File: config.mk
export PLATFORM = sky130hd
export DESIGN_NAME = ipv6_address_text_validator
export DESIGN_NICKNAME = d
export VERILOG_FILES = /design/src/design/ipv6_avl_pkg.sv /design/src/design/ipv6_address_text_validator.sv
export SDC_FILE = /design/constraint.sdc
export NUM_CORES = 1
export LEC_CHECK = 0
export BUFFER_PORTS_ARGS = -buffer_cell sky130_fd_sc_hd__buf_2
export CORE_MARGIN = 2
export CORE_UTILIZATION = 30
export CTS_CLUSTER_SIZE = 24
export DETAILED_ROUTE_END_ITERATION = 10
export PLACE_DENSITY = 0.46
export SLEW_MARGIN = 0
export SYNTH_ARGS = -nofsm -noshare
export SYNTH_HDL_FRONTEND = slang
export SYNTH_SLANG_ARGS = --single-unit
File: constraint.sdc
create_clock -name clk_i -period 7.4 [get_ports clk_i]
set_input_delay 0.74 -clock clk_i [delete_from_list [all_inputs] [get_ports clk_i]]
set_output_delay 0.74 -clock clk_i [all_outputs]
set_load 0.01 [all_outputs]
File: src/design/ipv6_avl_pkg.sv
// Shared constants and error codes for the IPv6 address text validator.
`timescale 1ns / 1ps
package ipv6_avl_pkg;

  localparam int unsigned LenW    = 6;
  localparam int unsigned DigitW  = 6;
  localparam int unsigned GroupW  = 5;
  localparam int unsigned DotW    = 3;
  localparam int unsigned ErrW    = 4;

  localparam logic [LenW-1:0]   MinTextLen       = LenW'(2);
  localparam logic [DigitW-1:0] GroupHexMax      = DigitW'(4);
  localparam logic [GroupW-1:0] GroupsWithGapMax = GroupW'(7);
  localparam logic [GroupW-1:0] GroupsWithSuffix = GroupW'(6);
  localparam logic [GroupW-1:0] GroupsFull       = GroupW'(8);
  localparam logic [DotW-1:0]   SuffixDots       = DotW'(3);

  localparam logic [7:0] ChColon = 8'h3A;
  localparam logic [7:0] ChDot   = 8'h2E;

  localparam logic [ErrW-1:0] ErrNone        = 4'd0;
  localparam logic [ErrW-1:0] ErrLength      = 4'd1;
  localparam logic [ErrW-1:0] ErrTwoGaps     = 4'd2;
  localparam logic [ErrW-1:0] ErrGroupLong   = 4'd3;
  localparam logic [ErrW-1:0] ErrEmptyGroup  = 4'd4;
  localparam logic [ErrW-1:0] ErrDots        = 4'd5;
  localparam logic [ErrW-1:0] ErrSuffixNonde = 4'd6;
  localparam logic [ErrW-1:0] ErrBadChar     = 4'd7;
  localparam logic [ErrW-1:0] ErrLastLong    = 4'd8;
  localparam logic [ErrW-1:0] ErrSuffixDots  = 4'd9;
  localparam logic [ErrW-1:0] ErrTooMany     = 4'd10;
  localparam logic [ErrW-1:0] ErrGroupCount  = 4'd11;

  typedef struct packed {
    logic              ok;
    logic [ErrW-1:0]   code;
  } result_t;

  function automatic logic is_decimal(input logic [7:0] c);
    return (c >= 8'h30) && (c <= 8'h39);
  endfunction

  function automatic logic is_hex(input logic [7:0] c);
    return is_decimal(c) || ((c >= 8'h61) && (c <= 8'h66)) ||
           ((c >= 8'h41) && (c <= 8'h46));
  endfunction

endpackage

File: src/design/ipv6_address_text_validator.sv
// IPv6 address text validator: per-character checker with a two-entry result buffer.
//
// Input channel: one character per transfer (char_code_i), with last_char_i on the
// final character, or empty_text_i alone for an empty string (always valid).
// Output channel: one result per string, addr_valid_o and error_code_o
// (0 means accepted). Strings that do not end produce nothing.
// Throughput: one character per cycle while in_stall_o is low; the per-character
// check is a handful of compares and saturating counter updates done in the cycle
// the character is taken; its result goes to the result register or the skid entry.
// A result register plus one skid entry sit at the output: while the receiver
// stalls, the block keeps taking characters and only stalls its input once both
// entries hold results.
// Reset clears the string state and empties both result entries. Strings longer
// than MAX_TEXT_LEN characters or shorter than two report a length error.
`timescale 1ns / 1ps
module ipv6_address_text_validator
  import ipv6_avl_pkg::*;
#(
  parameter int unsigned MAX_TEXT_LEN = 45
) (
  input  logic            clk_i,
  input  logic            rst_ni,
  input  logic            in_valid_i,
  output logic            in_stall_o,
  input  logic [7:0]      char_code_i,
  input  logic            last_char_i,
  input  logic            empty_text_i,
  output logic            out_valid_o,
  input  logic            out_stall_i,
  output logic            addr_valid_o,
  output logic [ErrW-1:0] error_code_o
);

  localparam logic [LenW-1:0] MaxLen = LenW'(MAX_TEXT_LEN);

  logic              colon_pending_q, colon_pending_d;
  logic [DigitW-1:0] group_digits_q, group_digits_d;
  logic [GroupW-1:0] group_total_q, group_total_d;
  logic              double_colon_q, double_colon_d;
  logic              dotted_q, dotted_d;
  logic [DotW-1:0]   dot_total_q, dot_total_d;
  logic [LenW-1:0]   text_length_q, text_length_d;
  logic [ErrW-1:0]   first_error_q, first_error_d;

  logic    in_xfer, res_new;
  result_t res;

  logic    out_valid_q, skid_valid_q;
  result_t out_q, skid_q;
  logic    out_free;

  assign in_stall_o = skid_valid_q;
  assign in_xfer    = in_valid_i && !skid_valid_q;
  assign res_new    = in_xfer && (empty_text_i || last_char_i);

  always_comb begin
    logic              cp, dc, ds, stop;
    logic [DigitW-1:0] gd;
    logic [GroupW-1:0] gt;
    logic [DotW-1:0]   dt;
    logic [LenW-1:0]   len;
    logic [ErrW-1:0]   fe;
    cp   = colon_pending_q;
    gd   = group_digits_q;
    gt   = group_total_q;
    dc   = double_colon_q;
    ds   = dotted_q;
    dt   = dot_total_q;
    len  = text_length_q;
    fe   = first_error_q;
    stop = 1'b0;

    // length check comes first and overrides any earlier error
    if (len >= MaxLen) begin
      fe = ErrLength;
    end else begin
      len = len + LenW'(1);
    end

    // character step
    if (fe == ErrNone) begin
      if (char_code_i == ChColon) begin
        if (!cp) begin
          cp = 1'b1;
        end else begin
          cp = 1'b0;
          if (dc) begin
            fe = ErrTwoGaps;
          end else begin
            dc = 1'b1;
            if (gd > GroupHexMax) begin
              fe = ErrGroupLong;
            end else begin
              if (gd != '0 && gt != '1) gt = gt + GroupW'(1);
              gd = '0;
            end
          end
        end
      end else begin
        // resolve a colon that turned out to be single
        if (cp) begin
          cp = 1'b0;
          if (gd > GroupHexMax) begin
            fe = ErrGroupLong;
          end else if (gd == '0) begin
            fe = ErrEmptyGroup;
          end else begin
            if (gt != '1) gt = gt + GroupW'(1);
            gd = '0;
          end
          stop = (fe != ErrNone);
        end
        if (!stop) begin
          if (char_code_i == ChDot) begin
            ds = 1'b1;
            if (dt != '1) dt = dt + DotW'(1);
            if (dt > SuffixDots) fe = ErrDots;
          end else if (is_hex(char_code_i)) begin
            if (ds && !is_decimal(char_code_i)) begin
              fe = ErrSuffixNonde;
            end else if (gd != '1) begin
              gd = gd + DigitW'(1);
            end
          end else begin
            fe = ErrBadChar;
          end
        end
      end
    end

    // end-of-string checks
    if (last_char_i && fe == ErrNone) begin
      stop = 1'b0;
      if (cp) begin
        cp = 1'b0;
        if (gd > GroupHexMax) begin
          fe = ErrGroupLong;
        end else if (gd == '0) begin
          fe = ErrEmptyGroup;
        end else begin
          if (gt != '1) gt = gt + GroupW'(1);
          gd = '0;
        end
        stop = (fe != ErrNone);
      end
      if (!stop && gd != '0) begin
        if (!ds && gd > GroupHexMax) begin
          fe   = ErrLastLong;
          stop = 1'b1;
        end else if (gt != '1) begin
          gt = gt + GroupW'(1);
        end
      end
      if (!stop && ds && dt != SuffixDots) begin
        fe   = ErrSuffixDots;
        stop = 1'b1;
      end
      if (!stop) begin
        if (dc) begin
          if (gt > GroupsWithGapMax) fe = ErrTooMany;
        end else if (gt != (ds ? GroupsWithSuffix : GroupsFull)) begin
          fe = ErrGroupCount;
        end
      end
    end
    if (last_char_i && len < MinTextLen) fe = ErrLength;

    if (empty_text_i) begin
      res.ok   = 1'b1;
      res.code = ErrNone;
    end else begin
      res.ok   = (fe == ErrNone);
      res.code = fe;
    end

    // clear state after every result; hold it when nothing transfers
    if (!in_xfer) begin
      colon_pending_d = colon_pending_q;
      group_digits_d  = group_digits_q;
      group_total_d   = group_total_q;
      double_colon_d  = double_colon_q;
      dotted_d        = dotted_q;
      dot_total_d     = dot_total_q;
      text_length_d   = text_length_q;
      first_error_d   = first_error_q;
    end else if (empty_text_i || last_char_i) begin
      colon_pending_d = 1'b0;
      group_digits_d  = '0;
      group_total_d   = '0;
      double_colon_d  = 1'b0;
      dotted_d        = 1'b0;
      dot_total_d     = '0;
      text_length_d   = '0;
      first_error_d   = ErrNone;
    end else begin
      colon_pending_d = cp;
      group_digits_d  = gd;
      group_total_d   = gt;
      double_colon_d  = dc;
      dotted_d        = ds;
      dot_total_d     = dt;
      text_length_d   = len;
      first_error_d   = fe;
    end
  end

  assign out_free = !out_valid_q || !out_stall_i;

  always_ff @(posedge clk_i or negedge rst_ni) begin
    if (!rst_ni) begin
      colon_pending_q <= 1'b0;
      group_digits_q  <= '0;
      group_total_q   <= '0;
      double_colon_q  <= 1'b0;
      dotted_q        <= 1'b0;
      dot_total_q     <= '0;
      text_length_q   <= '0;
      first_error_q   <= ErrNone;
      out_valid_q     <= 1'b0;
      skid_valid_q    <= 1'b0;
    end else begin
      colon_pending_q <= colon_pending_d;
      group_digits_q  <= group_digits_d;
      group_total_q   <= group_total_d;
      double_colon_q  <= double_colon_d;
      dotted_q        <= dotted_d;
      dot_total_q     <= dot_total_d;
      text_length_q   <= text_length_d;
      first_error_q   <= first_error_d;
      if (out_free) begin
        out_valid_q  <= skid_valid_q || res_new;
        skid_valid_q <= 1'b0;
      end else if (res_new) begin
        skid_valid_q <= 1'b1;
      end
    end
  end

  // payload: advance from skid first, park a new result in skid while stalled
  always_ff @(posedge clk_i) begin
    if (out_free) begin
      if (skid_valid_q) begin
        out_q <= skid_q;
      end else if (res_new) begin
        out_q <= res;
      end
    end else if (res_new) begin
      skid_q <= res;
    end
  end

  assign out_valid_o  = out_valid_q;
  assign addr_valid_o = out_q.ok;
  assign error_code_o = out_q.code;

  a_skid_needs_out : assert property (@(posedge clk_i) disable iff (!rst_ni)
    skid_valid_q |-> out_valid_q)
    else $error("skid entry held while output register empty");

  a_ok_matches_code : assert property (@(posedge clk_i) disable iff (!rst_ni)
    out_valid_q |-> (out_q.ok == (out_q.code == ErrNone)))
    else $error("addr_valid disagrees with error code");

  a_len_bounded : assert property (@(posedge clk_i) disable iff (!rst_ni)
    text_length_q <= MaxLen)
    else $error("text length counter past its limit");

  a_clear_after_result : assert property (@(posedge clk_i) disable iff (!rst_ni)
    res_new |=> (text_length_q == '0 && first_error_q == ErrNone))
    else $error("string state not cleared after result");

endmodule

==> flow_summary.toml <==
[setup_path]
crit_required_ns = 7.43
path_class = "flip-flop to flip-flop"
critPathArrivalTime_ns = 6.40
endpoint_kind = "flip-flop"
cp_max_fo = 15
worstSetupStartpointType = "flip-flop"

[timing]
slew_violations = 0
finalHoldViolCount = 0
rsz0062_at_grt = "false"
slew_headroom = 0.473
finalCritPeriodShare = 0.860
tightest_slew_ns = 0.784
post-route-min-period_ns = 6.37
hold_slack_ns = 0.514
setup_viol = 0
fmax_mhz = 157
skew_ns = 0.00558
fin_setup_tns_ns = 0

[clock_tree]
clock_latency_ns = 0.28
cts_buffer_depth = 2
cts_buffers = 5
cts_hold_buf = 0
tritoncts = "done"
post_cts_buffers = 0
path_clk_slew_ns = 0.06
cts_num_sinks = 39
post_cts_resized = 0
htreeDepth = 2
root_buffer = "clkbuf_16"

[die]
die_h_microns = 110
die_area_sq_mm = 0.0122
ios = 21
start_util = 0.311
row_count = 38
dieWidth_microns = 110
coreArea_sq_mm = 0.0109

[synth]
yosysTopAreaCell = "dfrtp_1"
synth_mux_area_frac = 0.0504
synth_nets = 433
synth-xor-area-share = 0.0180
postSynthCellCount = 409
synth.most_common_cell = "nand2_1"
yosysSeqAreaShare = 0.302
synthTopCellsByArea = "dfrtp_1 (21%), edfxtp_1 (8.8%), nand2_1 (5.5%), nor2_1 (4.3%), a21oi_1 (4.0%)"
synthTopCellsByCount = "nand2_1 (50), nor2_1 (39), dfrtp_1 (29), a21oi_1 (27), o21ai_0 (27)"
synthFlopType = "dfrtp_1"
async_reset_ff_frac = 0.744
ys_ff_latch = 39
yosys.area_share.simple = 0.266
synth_top_area_frac = 0.213
avgSynthCellArea_sq_um = 8.32
syn-cell-area_sq_mm = 0.00340
yosysWarningCount = 0
synth_top_family_by_area = "compound AO/OA/AOI/OAI gates"
synth_edf_count = 10
synth.distinct_cells = 78
synth-compound-area-share = 0.291
synth_adder_area_share = 0.0368

[cells_and_area]
nNetsFinal = 443
final_util = 0.348
drive_gt1_frac = 0.136
antenna_cells = 0
areaGrowthSynthToFinish_pct = 11.8

[global_routing]
grt_pass1_vias = 3122
antenna_found_initial = 0
track_usage = 0.158
grt_max_degree = 30
globalRoute.totalOverflow = 0
grt_pass1_wl_mm = 16.2

[place]
dp_hpwl_mm = 7.17
numPortBuffers = 20
gp_congestion = 0.862

[power]
ir_worst_vdd_v = 0.0000867
p_leak_nw = 1.52
power_density_mw_per_mm2 = 173

[detailed_routing]
firstDrtPassIters = 4
drt_iter0_markers = 156
drc_errors = 0
detail-route-antenna-nets = 0
routed-via-count = 3216
routed_wl_mm = 9.52
vias_per_cell = 5.74
wl_per_cell_microns = 17.0

[hold_path]
hold_class = "input port to async pin"

[run_status]
outcome = "finished clean"

[job]
drv_cap = 0
-- stage by stage --
stage,cells,area (sq um),power [mW],setup WS [ns]
6_report,560,3800,0.659,1.03
5_1_grt,560,3800,0.688,0.610
4_1_cts,560,3800,0.663,1.11
3_5_place_dp,552,3620,0.378,1.14
3_3_place_gp,552,3620,0.379,1.27
2_1_floorplan,409,3400,0.336,1.75
-- flip-flops by register name, summed over array words and instances, names as in the netlist, 3 cells and up --
signal          cells
group_total_q       5
text_length_q       6
group_digits_q      6
dot_total_q         3
first_error_q       4
skid_q              5
error_code_o        4
-- worst max-delay path, cell delays in order (launching register included) --
cell,delay (ns)
dfrtp_1,0.66
nor4b_1,0.37
nand2_1,0.26
and2_1,0.26
ha_1,0.25
nand2_1,0.11
o21ai_0,0.14
a211oi_2,0.38
mux2_1,0.37
a221o_1,0.44
mux2i_4,0.27
or2_4,0.29
xnor2_1,0.30
ha_1,0.32
a41oi_1,0.17
mux2_4,0.36
o2111a_2,0.19
nor4_1,0.29
nor2_1,0.14
a41o_1,0.28
mux2_2,0.26
-- path summary, 6_finish.rpt --
kind,start,end,slack [ns],cells past startpoint
max,colon_pending_q$_DFFE_PN0P_,addr_valid_o$_DFFE_PP_,1.03,20
min,rst_ni,dot_total_q[0]$_DFFE_PN0P_,0.51,1
max reg2reg,colon_pending_q$_DFFE_PN0P_,addr_valid_o$_DFFE_PP_,1.03,20
min reg2reg,skid_q[2]$_DFFE_PP_,error_code_o[2]$_DFFE_PP_,0.52,2
max in group asynchronous,rst_ni,out_valid_o$_DFFE_PN0N_,6.43,1
min in group clk_i,skid_q[2]$_DFFE_PP_,error_code_o[2]$_DFFE_PP_,0.52,2
-- cells by family after synthesis --
group	after synthesis
buf+inv	32
compound gates	136
xor+xnor	7
flops	39
mux	14
fa+ha+maj	10
simple gates	171
-- cells in the final DEF, fill, tap and decap left out, types with 5 or more instances in the layout --
cell | Yosys | layout
o31ai_1 | 11 | 11
xnor2_1 | 5 | 5
buf_2 | 1 | 20
clkbuf_16 | 0 | 5
nor2_1 | 39 | 39
nand2_1 | 50 | 50
edfxtp_1 | 10 | 10
and2_1 | 7 | 7
nor3_1 | 14 | 14
inv_1 | 13 | 13
nor2b_1 | 5 | 5
dfrtp_1 | 29 | 29
a31oi_1 | 7 | 7
nand3_1 | 17 | 17
o21ai_0 | 27 | 27
a21oi_1 | 27 | 27
ha_1 | 10 | 10
-- layout make-up --
class	count	area [sq um]
flip-flops and latches	39	1030
inverters	13	48.8
clock inverters	2	60.1
fillers	1153	7130
well taps	140	175
clock buffers	6	129
repair buffers	22	115
multi-input cells	338	2250
-- per-layer routing --
layer	share of wire	vias up	GRT usage
li1	-	1572	-
met2	0.45	74	0.260
met5	0	-	0
met1	0.50	1555	0.215
met4	0.017	0	0.0392
met3	0.041	15	0.0274
-- report_power, final --
part	total, mW	leakage, nW	switching (mW)	internal (mW)
clock network	0.284	0.0911	0.0905	0.194
registers	0.243	0.494	0.00934	0.233
logic	0.132	0.935	0.0879	0.0440
total	0.659	1.52	0.188	0.471
(Power assumes the default switching activity.)
